===== src/hdl/ped_pkg.sv =====
// Shared types, constants and helpers for the percent-escape decoder.
// No dependencies; used by every module under hdl/.
`timescale 1ns / 1ps

package ped_pkg;

  localparam int unsigned ByteW   = 8;
  localparam int unsigned MaxRes  = 3;
  localparam int unsigned CntW    = 2;
  localparam logic [ByteW-1:0] PctChar   = 8'h25;
  localparam logic [3:0]       DigitBase = 4'd10;

  // Escape phase, one-hot
  typedef enum logic [2:0] {
    PH_IDLE = 3'b001,
    PH_PCT  = 3'b010,
    PH_DIG  = 3'b100
  } phase_e;

  // One raw input beat
  typedef struct packed {
    logic [ByteW-1:0] data;
    logic             last;
  } item_t;

  // Results of one input beat: data[0] goes out first
  typedef struct packed {
    logic [MaxRes-1:0][ByteW-1:0] data;
    logic [CntW-1:0]              cnt;
    logic                         last;
  } grp_t;

  // {is_hex, nibble}
  function automatic logic [4:0] hex_nib(input logic [ByteW-1:0] b);
    logic [4:0] r;
    r = 5'd0;
    if (b >= 8'h30 && b <= 8'h39) begin
      r = {1'b1, 4'(b - 8'h30)};
    end else if (b >= 8'h41 && b <= 8'h46) begin
      r = {1'b1, 4'(b - 8'h41) + DigitBase};
    end else if (b >= 8'h61 && b <= 8'h66) begin
      r = {1'b1, 4'(b - 8'h61) + DigitBase};
    end
    return r;
  endfunction

endpackage


===== src/hdl/ped_in_skid.sv =====
// Input register with a skid entry; ready is a register output.
// Depends on ped_pkg.
`timescale 1ns / 1ps

module ped_in_skid (
  input  logic           clk_i,
  input  logic           rst_ni,
  input  logic           s_vld_i,
  output logic           s_rdy_o,
  input  ped_pkg::item_t s_item_i,
  output logic           m_vld_o,
  input  logic           m_take_i,
  output ped_pkg::item_t m_item_o
);

  logic           main_vld_q, main_vld_d;
  logic           skid_vld_q, skid_vld_d;
  ped_pkg::item_t main_q, main_d;
  ped_pkg::item_t skid_q, skid_d;
  logic           acc;

  assign s_rdy_o  = ~skid_vld_q;
  assign acc      = s_vld_i & s_rdy_o;
  assign m_vld_o  = main_vld_q;
  assign m_item_o = main_q;

  always_comb begin
    main_vld_d = main_vld_q;
    skid_vld_d = skid_vld_q;
    main_d     = main_q;
    skid_d     = skid_q;
    if (!main_vld_q || m_take_i) begin
      if (skid_vld_q) begin
        main_d     = skid_q;
        main_vld_d = 1'b1;
        skid_vld_d = 1'b0;
      end else if (acc) begin
        main_d     = s_item_i;
        main_vld_d = 1'b1;
      end else begin
        main_vld_d = 1'b0;
      end
    end else if (acc) begin
      skid_d     = s_item_i;
      skid_vld_d = 1'b1;
    end
  end

  always_ff @(posedge clk_i or negedge rst_ni) begin
    if (!rst_ni) begin
      main_vld_q <= 1'b0;
      skid_vld_q <= 1'b0;
    end else begin
      main_vld_q <= main_vld_d;
      skid_vld_q <= skid_vld_d;
    end
  end

  always_ff @(posedge clk_i) begin
    main_q <= main_d;
    skid_q <= skid_d;
  end

endmodule


===== src/hdl/ped_core.sv =====
// Escape decode: phase machine, held digit, and the result group per beat.
// Depends on ped_pkg.
`timescale 1ns / 1ps

module ped_core (
  input  logic           clk_i,
  input  logic           rst_ni,
  input  logic           vld_i,
  input  ped_pkg::item_t item_i,
  input  logic           load_ok_i,
  output logic           take_o,
  output ped_pkg::grp_t  grp_o
);

  ped_pkg::phase_e          phase_q, phase_d;
  logic [ped_pkg::ByteW-1:0] held_q, held_d;
  logic [4:0]               cur_hx;
  logic [4:0]               held_hx;
  logic                     is_hex;
  logic                     is_pct;
  logic [ped_pkg::ByteW-1:0] dec;

  assign take_o  = vld_i & load_ok_i;
  assign cur_hx  = ped_pkg::hex_nib(item_i.data);
  assign held_hx = ped_pkg::hex_nib(held_q);
  assign is_hex  = cur_hx[4];
  assign is_pct  = (item_i.data == ped_pkg::PctChar);
  assign dec     = {held_hx[3:0], cur_hx[3:0]};

  always_comb begin
    phase_d      = phase_q;
    held_d       = held_q;
    grp_o.data   = {ped_pkg::MaxRes{item_i.data}};
    grp_o.cnt    = 2'd0;
    grp_o.last   = item_i.last;
    unique case (phase_q)
      ped_pkg::PH_PCT: begin
        if (item_i.last) begin
          grp_o.data[0] = ped_pkg::PctChar;
          grp_o.cnt     = 2'd2;
          phase_d       = ped_pkg::PH_IDLE;
        end else if (is_hex) begin
          held_d  = item_i.data;
          phase_d = ped_pkg::PH_DIG;
        end else begin
          grp_o.data[0] = ped_pkg::PctChar;
          if (is_pct) begin
            grp_o.cnt = 2'd1;
            phase_d   = ped_pkg::PH_PCT;
          end else begin
            grp_o.cnt = 2'd2;
            phase_d   = ped_pkg::PH_IDLE;
          end
        end
      end
      ped_pkg::PH_DIG: begin
        if (is_hex) begin
          grp_o.data[0] = dec;
          grp_o.cnt     = 2'd1;
          phase_d       = ped_pkg::PH_IDLE;
        end else begin
          grp_o.data[0] = ped_pkg::PctChar;
          grp_o.data[1] = held_q;
          // a fresh '%' restarts the escape unless the string ends here
          if (is_pct && !item_i.last) begin
            grp_o.cnt = 2'd2;
            phase_d   = ped_pkg::PH_PCT;
          end else begin
            grp_o.cnt = 2'd3;
            phase_d   = ped_pkg::PH_IDLE;
          end
        end
      end
      default: begin
        if (is_pct && !item_i.last) begin
          phase_d = ped_pkg::PH_PCT;
        end else begin
          grp_o.cnt = 2'd1;
          phase_d   = ped_pkg::PH_IDLE;
        end
      end
    endcase
  end

  always_ff @(posedge clk_i or negedge rst_ni) begin
    if (!rst_ni) begin
      phase_q <= ped_pkg::PH_IDLE;
    end else if (take_o) begin
      phase_q <= phase_d;
    end
  end

  always_ff @(posedge clk_i) begin
    if (take_o) begin
      held_q <= held_d;
    end
  end

  a_last_clears: assert property (@(posedge clk_i) disable iff (!rst_ni)
    take_o && item_i.last |=> phase_q == ped_pkg::PH_IDLE)
    else $error("phase not cleared after string end");

  a_last_emits: assert property (@(posedge clk_i) disable iff (!rst_ni)
    take_o && item_i.last |-> grp_o.cnt != 2'd0)
    else $error("string end with no result");

  a_three_idle: assert property (@(posedge clk_i) disable iff (!rst_ni)
    take_o && grp_o.cnt == 2'd3 |=> phase_q == ped_pkg::PH_IDLE)
    else $error("three-byte flush left an escape pending");

  a_idle_single: assert property (@(posedge clk_i) disable iff (!rst_ni)
    take_o && phase_q == ped_pkg::PH_IDLE |-> grp_o.cnt == 2'd0 || grp_o.cnt == 2'd1)
    else $error("idle phase gave more than one byte");

endmodule


===== src/hdl/ped_out_buf.sv =====
// Result register: holds one group of up to three bytes and sends one per beat.
// Depends on ped_pkg.
`timescale 1ns / 1ps

module ped_out_buf (
  input  logic                      clk_i,
  input  logic                      rst_ni,
  input  logic                      load_i,
  input  ped_pkg::grp_t             grp_i,
  output logic                      load_ok_o,
  output logic                      m_vld_o,
  input  logic                      m_rdy_i,
  output logic [ped_pkg::ByteW-1:0] m_data_o,
  output logic                      m_last_o
);

  logic [ped_pkg::MaxRes-1:0][ped_pkg::ByteW-1:0] byte_q, byte_d;
  logic [ped_pkg::MaxRes-1:0]                     last_q, last_d;
  logic [ped_pkg::CntW-1:0]                       cnt_q, cnt_d;
  logic                                           pop;

  assign m_vld_o   = (cnt_q != 2'd0);
  assign m_data_o  = byte_q[0];
  assign m_last_o  = last_q[0];
  assign pop       = m_vld_o & m_rdy_i;
  assign load_ok_o = (cnt_q == 2'd0) | ((cnt_q == 2'd1) & pop);

  always_comb begin
    byte_d = byte_q;
    last_d = last_q;
    cnt_d  = cnt_q;
    if (load_i) begin
      byte_d = grp_i.data;
      cnt_d  = grp_i.cnt;
      for (int i = 0; i < ped_pkg::MaxRes; i++) begin
        last_d[i] = grp_i.last && (grp_i.cnt == ped_pkg::CntW'(i + 1));
      end
    end else if (pop) begin
      byte_d = {byte_q[ped_pkg::MaxRes-1], byte_q[ped_pkg::MaxRes-1:1]};
      last_d = {1'b0, last_q[ped_pkg::MaxRes-1:1]};
      cnt_d  = cnt_q - 2'd1;
    end
  end

  always_ff @(posedge clk_i or negedge rst_ni) begin
    if (!rst_ni) begin
      cnt_q  <= '0;
      last_q <= '0;
    end else begin
      cnt_q  <= cnt_d;
      last_q <= last_d;
    end
  end

  always_ff @(posedge clk_i) begin
    byte_q <= byte_d;
  end

  a_last_at_end: assert property (@(posedge clk_i) disable iff (!rst_ni)
    m_vld_o && m_last_o |-> cnt_q == 2'd1)
    else $error("last flag on a byte that is not the final one");

  a_no_overrun: assert property (@(posedge clk_i) disable iff (!rst_ni)
    load_i && grp_i.cnt != 2'd0 |=> cnt_q == $past(grp_i.cnt))
    else $error("result group lost on load");

endmodule


===== src/hdl/percent_escape_decoder_unit.sv =====
// Top level of the streaming percent-escape decoder.
// Depends on ped_pkg, ped_in_skid, ped_core, ped_out_buf.
`timescale 1ns / 1ps
//
//  port group      dir   tdata           tlast
//  s_axis_*        in    [7:0] in_byte   in_last
//  m_axis_*        out   [7:0] out_byte  out_last
//
//  One input beat per cycle while the output is ready; a beat yielding one byte
//  passes the input register and the result register. A beat yielding two or three
//  bytes holds the input side while the result register drains one byte per cycle.
//  s_axis_tready is a register output (skid entry), so output stalls lower it in the
//  cycle after they hold the core. Reset: phase idle, all buffers empty.

module percent_escape_decoder_unit (
  input  logic       clk_i,
  input  logic       rst_ni,
  input  logic       s_axis_tvalid,
  output logic       s_axis_tready,
  input  logic [7:0] s_axis_tdata,   // [7:0] in_byte
  input  logic       s_axis_tlast,
  output logic       m_axis_tvalid,
  input  logic       m_axis_tready,
  output logic [7:0] m_axis_tdata,   // [7:0] out_byte
  output logic       m_axis_tlast
);

  ped_pkg::item_t s_item;
  ped_pkg::item_t core_item;
  ped_pkg::grp_t  grp;
  logic           core_vld;
  logic           take;
  logic           load_ok;

  assign s_item.data = s_axis_tdata;
  assign s_item.last = s_axis_tlast;

  ped_in_skid u_in (
    .clk_i    (clk_i),
    .rst_ni   (rst_ni),
    .s_vld_i  (s_axis_tvalid),
    .s_rdy_o  (s_axis_tready),
    .s_item_i (s_item),
    .m_vld_o  (core_vld),
    .m_take_i (take),
    .m_item_o (core_item)
  );

  ped_core u_core (
    .clk_i     (clk_i),
    .rst_ni    (rst_ni),
    .vld_i     (core_vld),
    .item_i    (core_item),
    .load_ok_i (load_ok),
    .take_o    (take),
    .grp_o     (grp)
  );

  ped_out_buf u_out (
    .clk_i     (clk_i),
    .rst_ni    (rst_ni),
    .load_i    (take),
    .grp_i     (grp),
    .load_ok_o (load_ok),
    .m_vld_o   (m_axis_tvalid),
    .m_rdy_i   (m_axis_tready),
    .m_data_o  (m_axis_tdata),
    .m_last_o  (m_axis_tlast)
  );

endmodule

===== config.mk =====
export PLATFORM = sky130hd
export DESIGN_NAME = percent_escape_decoder_unit
export DESIGN_NICKNAME = d
export VERILOG_FILES = /design/src/hdl/ped_pkg.sv /design/src/hdl/ped_in_skid.sv /design/src/hdl/ped_core.sv /design/src/hdl/ped_out_buf.sv /design/src/hdl/percent_escape_decoder_unit.sv
export SDC_FILE = /design/constraint.sdc
export NUM_CORES = 1
export LEC_CHECK = 0
export BUFFER_PORTS_ARGS = -buffer_cell sky130_fd_sc_hd__buf_2
export CORE_UTILIZATION = 40
export CTS_CLUSTER_DIAMETER = 50
export DETAILED_ROUTE_END_ITERATION = 10
export GPL_TIMING_DRIVEN = 1
export PLACE_DENSITY = 0.56
export SLEW_MARGIN = 20
export SYNTH_ARGS = -nofsm -noshare
export SYNTH_HDL_FRONTEND = slang
export SYNTH_SLANG_ARGS = --single-unit

===== constraint.sdc =====
create_clock -name clk_i -period 3.34 [get_ports clk_i]
set_clock_uncertainty 0.2 [all_clocks]
set_input_delay 0.668 -clock clk_i [delete_from_list [all_inputs] [get_ports clk_i]]
set_output_delay 0.668 -clock clk_i [all_outputs]
set_load 0.01 [all_outputs]

==> metrics.md <==
| Metric | Value |
|---|---|
| Cts repair resizes | `0` |
| Core area | `between 7000 and 8000 µm²` |
| Gate power share | `between 30% and 40%` |
| Layout Nets | `about 320` |
| Crit Reg-Reg Endpoint | `u_out.byte_q[15]` |
| Router iterations before antenna repair | `4` |
| CP endpoint kind | `register` |
| Peak supply drop | `0.376 mV` |
| Sum Neg Setup Slack | `0 ns` |
| Most used routing layer | `met2` |
| Crit-path slowest cell | `edfxtp_1` |
| Synthesized area per cell | `11.6 µm²` |
| Die Y | `90.9 µm` |
| Most common cell after layout, fill and taps aside | `edfxtp_1` |
| Share of total power in the clock network | `between 10% and 20%` |
| DR DRC count | `0` |
| GRT overflow | `0` |
| Die W | `90.9 µm` |
| Top_reg_cell synth | `edfxtp_1` |
| CTS Root Cell | `clkbuf_8` |
| Net switching power | `around 1.1 mW` |
| H-tree Lvls | `3` |
| GR Util met2 | `25.5%` |
| Share of cells above drive strength 1 | `22.1%` |
| Cells after Synth | `roughly 270` |
| Total power | `3.18 mW` |
| Post-synth top area cell | `edfxtp_1` |
| CP max stage delay | `0.52 ns` |
| Post-CTS Setup Bufs | `0` |
| FF-to-FF path depth | `8` |
| Actual slew at the worst max-slew pin | `between 0.8 and 0.9 ns` |
| Synthesized Nets | `296` |
| Crit-path cells | `inv_1, ha_1, nor3b_2, and4bb_4, a21o_4, nand2b_4, nor2_4, a221o_1` |
| Max Clk Rate | `0.374 GHz` |
| Routed Antenna Nets | `0` |
| Critical R2R Launch | `u_in.m_item_o[1]` |
| Initial Util | `41.1%` |
| Synthesized flop and latch total | `60` |
| Grt met3 use | `between 4 and 5%` |
| Critical Path AT | `2.56 ns` |
| PD cells | `903 nW/µm²` |
| Hold Path Class | `register to register` |
| Gr usage total | `17.1%` |
| Number of fill cells in the layout | `736` |
| Initial DRC count | `191` |
| Area taken by multi-input logic gates | `about 1200 µm²` |
| CTS tree | `done` |
| CTS Hold Bufs | `1` |
| Crit path to | `u_out.byte_q[15]` |
| Hold path start | `u_out.last_q[2]` |
| Distinct cells, synth | `52` |
| Most frequent cells in the layout | `edfxtp_1, nand2_1, buf_2, nor2_1, a21oi_1` |
| Max-slew violation count | `0` |
| Hpwl dp | `4530 µm` |
| Max_cap viols | `0` |
| Vias in the first global route | `2016` |
| Unrepaired setup endpoints after global routing | `false` |
| Clk_lat worst skew | `0.34 ns` |
| Cell internal pwr | `about 2.1 mW` |
| Synth area leaders | `edfxtp_1, dfrtp_1, mux2_2` |
| Part of the power in registers | `45.4%` |
| Switching share of total power | `35.2%` |
| Crit path max fanout | `15` |
| Largest net degree at the start of global routing | `20` |
| Setup violators final | `0` |
| Synthesized area | `3160 µm²` |
| Min cycle time layout | `2.67 ns` |
| Clock slew at reported path FFs | `about 0.070 ns` |
| Relative slew slack | `~46%` |
| Row count | `32` |
| Pleak | `1.35 nW` |
| Register area share after synthesis | `~55%` |
| Synth-to-Final Area Change | `11.3%` |
| Fin util | `45.8%` |
| CP Class | `register to register` |
| Drt total wl | `between 6000 and 7000 µm` |
| Antenna violations before repair | `0` |
| Post-synth EDFFs | `50` |
| Final Cycle Share | `80.0%` |
| Clock sinks | `60` |
| FF+latch area | `1750 µm²` |
| IO Pins | `24` |
| Req. time, crit path | `3.23 ns` |
| Top-area cell type share of the netlist area | `47.5%` |
| Startpoint types | `register` |
| Clock buffer depth | `2` |
| Global-route wire length before repair | `10800 µm` |
| Diodes inserted | `0` |
| Status | `finished, final reports clean` |
| Final hold violation count | `0` |
| Routability cong. | `0.794` |
| Reg2reg setup slack | `0.67 ns` |
| Crit path from | `u_in.m_item_o[1]` |
| Met1 GRT Util | `roughly 24%` |
| DR vias/cell | `just over 5` |
| Die area | `8260 µm²` |
| Clock buffers created by TritonCTS | `9` |
| DR vias | `2079` |
| Synth warnings | `0` |
| DR WL/cell | `approximately 16 µm` |
| Post-synth ARST share | `16.7%` |
| Number of port buffers | `23` |
-- state kept, by name, indices dropped and copies added, names as in the netlist --
register and flops:
u_in.m_vld_o 1, u_in.skid_q 9, u_out.last_q 3, u_core.phase_q 3, u_out.byte_q 16, u_in.skid_vld_q 1
u_out.cnt_q 2, u_out.m_data_o 8, u_in.m_item_o 9, u_core.held_q 8
-- kinds of logic (layout without fill, tap and decap cells) --
logic type | after synthesis | after routing | share of synthesized area [%]
AO/OA/AOI/OAI | 64 | 64 | 14.1
multiplexers | 13 | 13 | 4.59
AND/OR/NAND/NOR | 88 | 88 | 15.0
flip-flops | 60 | 60 | 55.5
XOR/XNOR | 5 | 5 | 1.39
buffers and inverters | 33 | 59 | 5.54
adder cells (fa/ha/maj) | 10 | 10 | 3.96
-- critical path: cells and delay by family (launching register included) --
family                   cells  cell delay [ns]
AO/OA/AOI/OAI                2             0.51
adder cells (fa/ha/maj)      1             0.23
buffers and inverters        1             0.14
flip-flops                   1             0.52
AND/OR/NAND/NOR              4             0.82
-- routing by layer --
metal  wire length [µm]  part of all wire, %  up-vias
met5                  0                    0        -
met4                 58                 0.90        0
met3                253                  3.9        6
met2               2910                   45       45
met1               3190                   50      992
li1                   -                    -     1036
-- how the worst min path moves through the flow --
stage	to	slack, ns	cells past startpoint
2_1_floorplan	u_core.phase_q[1]	0.17	0
3_5_place_dp	u_out.last_q[2]	0.27	2
3_3_place_gp	u_out.last_q[2]	0.27	2
4_1_cts	u_out.last_q[2]	0.29	2
6_report	u_out.last_q[2]	0.28	2
5_1_grt	u_in.skid_q[0]	0.30	1
-- through the flow --
step / setup WS, ns / hold WS, ns / instances / area, µm²
finish: 0.669 / 0.280 / 401 / 3520
global route: 0.541 / 0.303 / 401 / 3520
CTS: 0.647 / 0.286 / 401 / 3510
detailed placement: 0.635 / 0.275 / 384 / 3320
global placement: 0.662 / 0.265 / 384 / 3320
floorplan: 0.883 / 0.172 / 273 / 3160
-- cells in the mapped netlist, types with 2 or more instances --
cell type and n:
edfxtp_1 50, buf_6 2, buf_1 2, o21a_1 2, buf_2 5, nand2b_1 3, a221o_1 6, inv_1 13
and2_1 10, clkbuf_1 3, dfrtp_1 9, o221a_2 2, o211ai_1 3, ha_1 10, buf_4 8, mux2_2 12
nand4bb_1 2, and2_0 6, o31ai_1 2, a31oi_1 2, o21ai_0 14, a221oi_1 2, nor3b_1 3, a21oi_1 16
xnor2_1 4, o21ai_1 2, nor2_1 19, nand3_1 8, a22o_1 2, nor2b_1 2, nand2_1 27, o21bai_1 2
-- area by class of cell --
class | instances | area share, %
inverter | 13 | 1.39
tap | 102 | 3.63
multi-input combinational | 180 | 35.2
sequential | 60 | 49.8
clock buffer | 9 | 3.52
timing repair buffer | 30 | 4.84
clock inverter | 7 | 1.64
-- power groups by stage --
stage	clock [mW]	sequential, mW	combinational (mW)
after CTS	0.628	1.45	1.13
final	0.619	1.44	1.12
after floorplan	0	1.36	0.918
after global routing	0.665	1.49	1.25
after detailed placement	0	1.46	1.12
after global placement	0	1.46	1.10
Note: power is estimated with default switching activity, not from simulation.
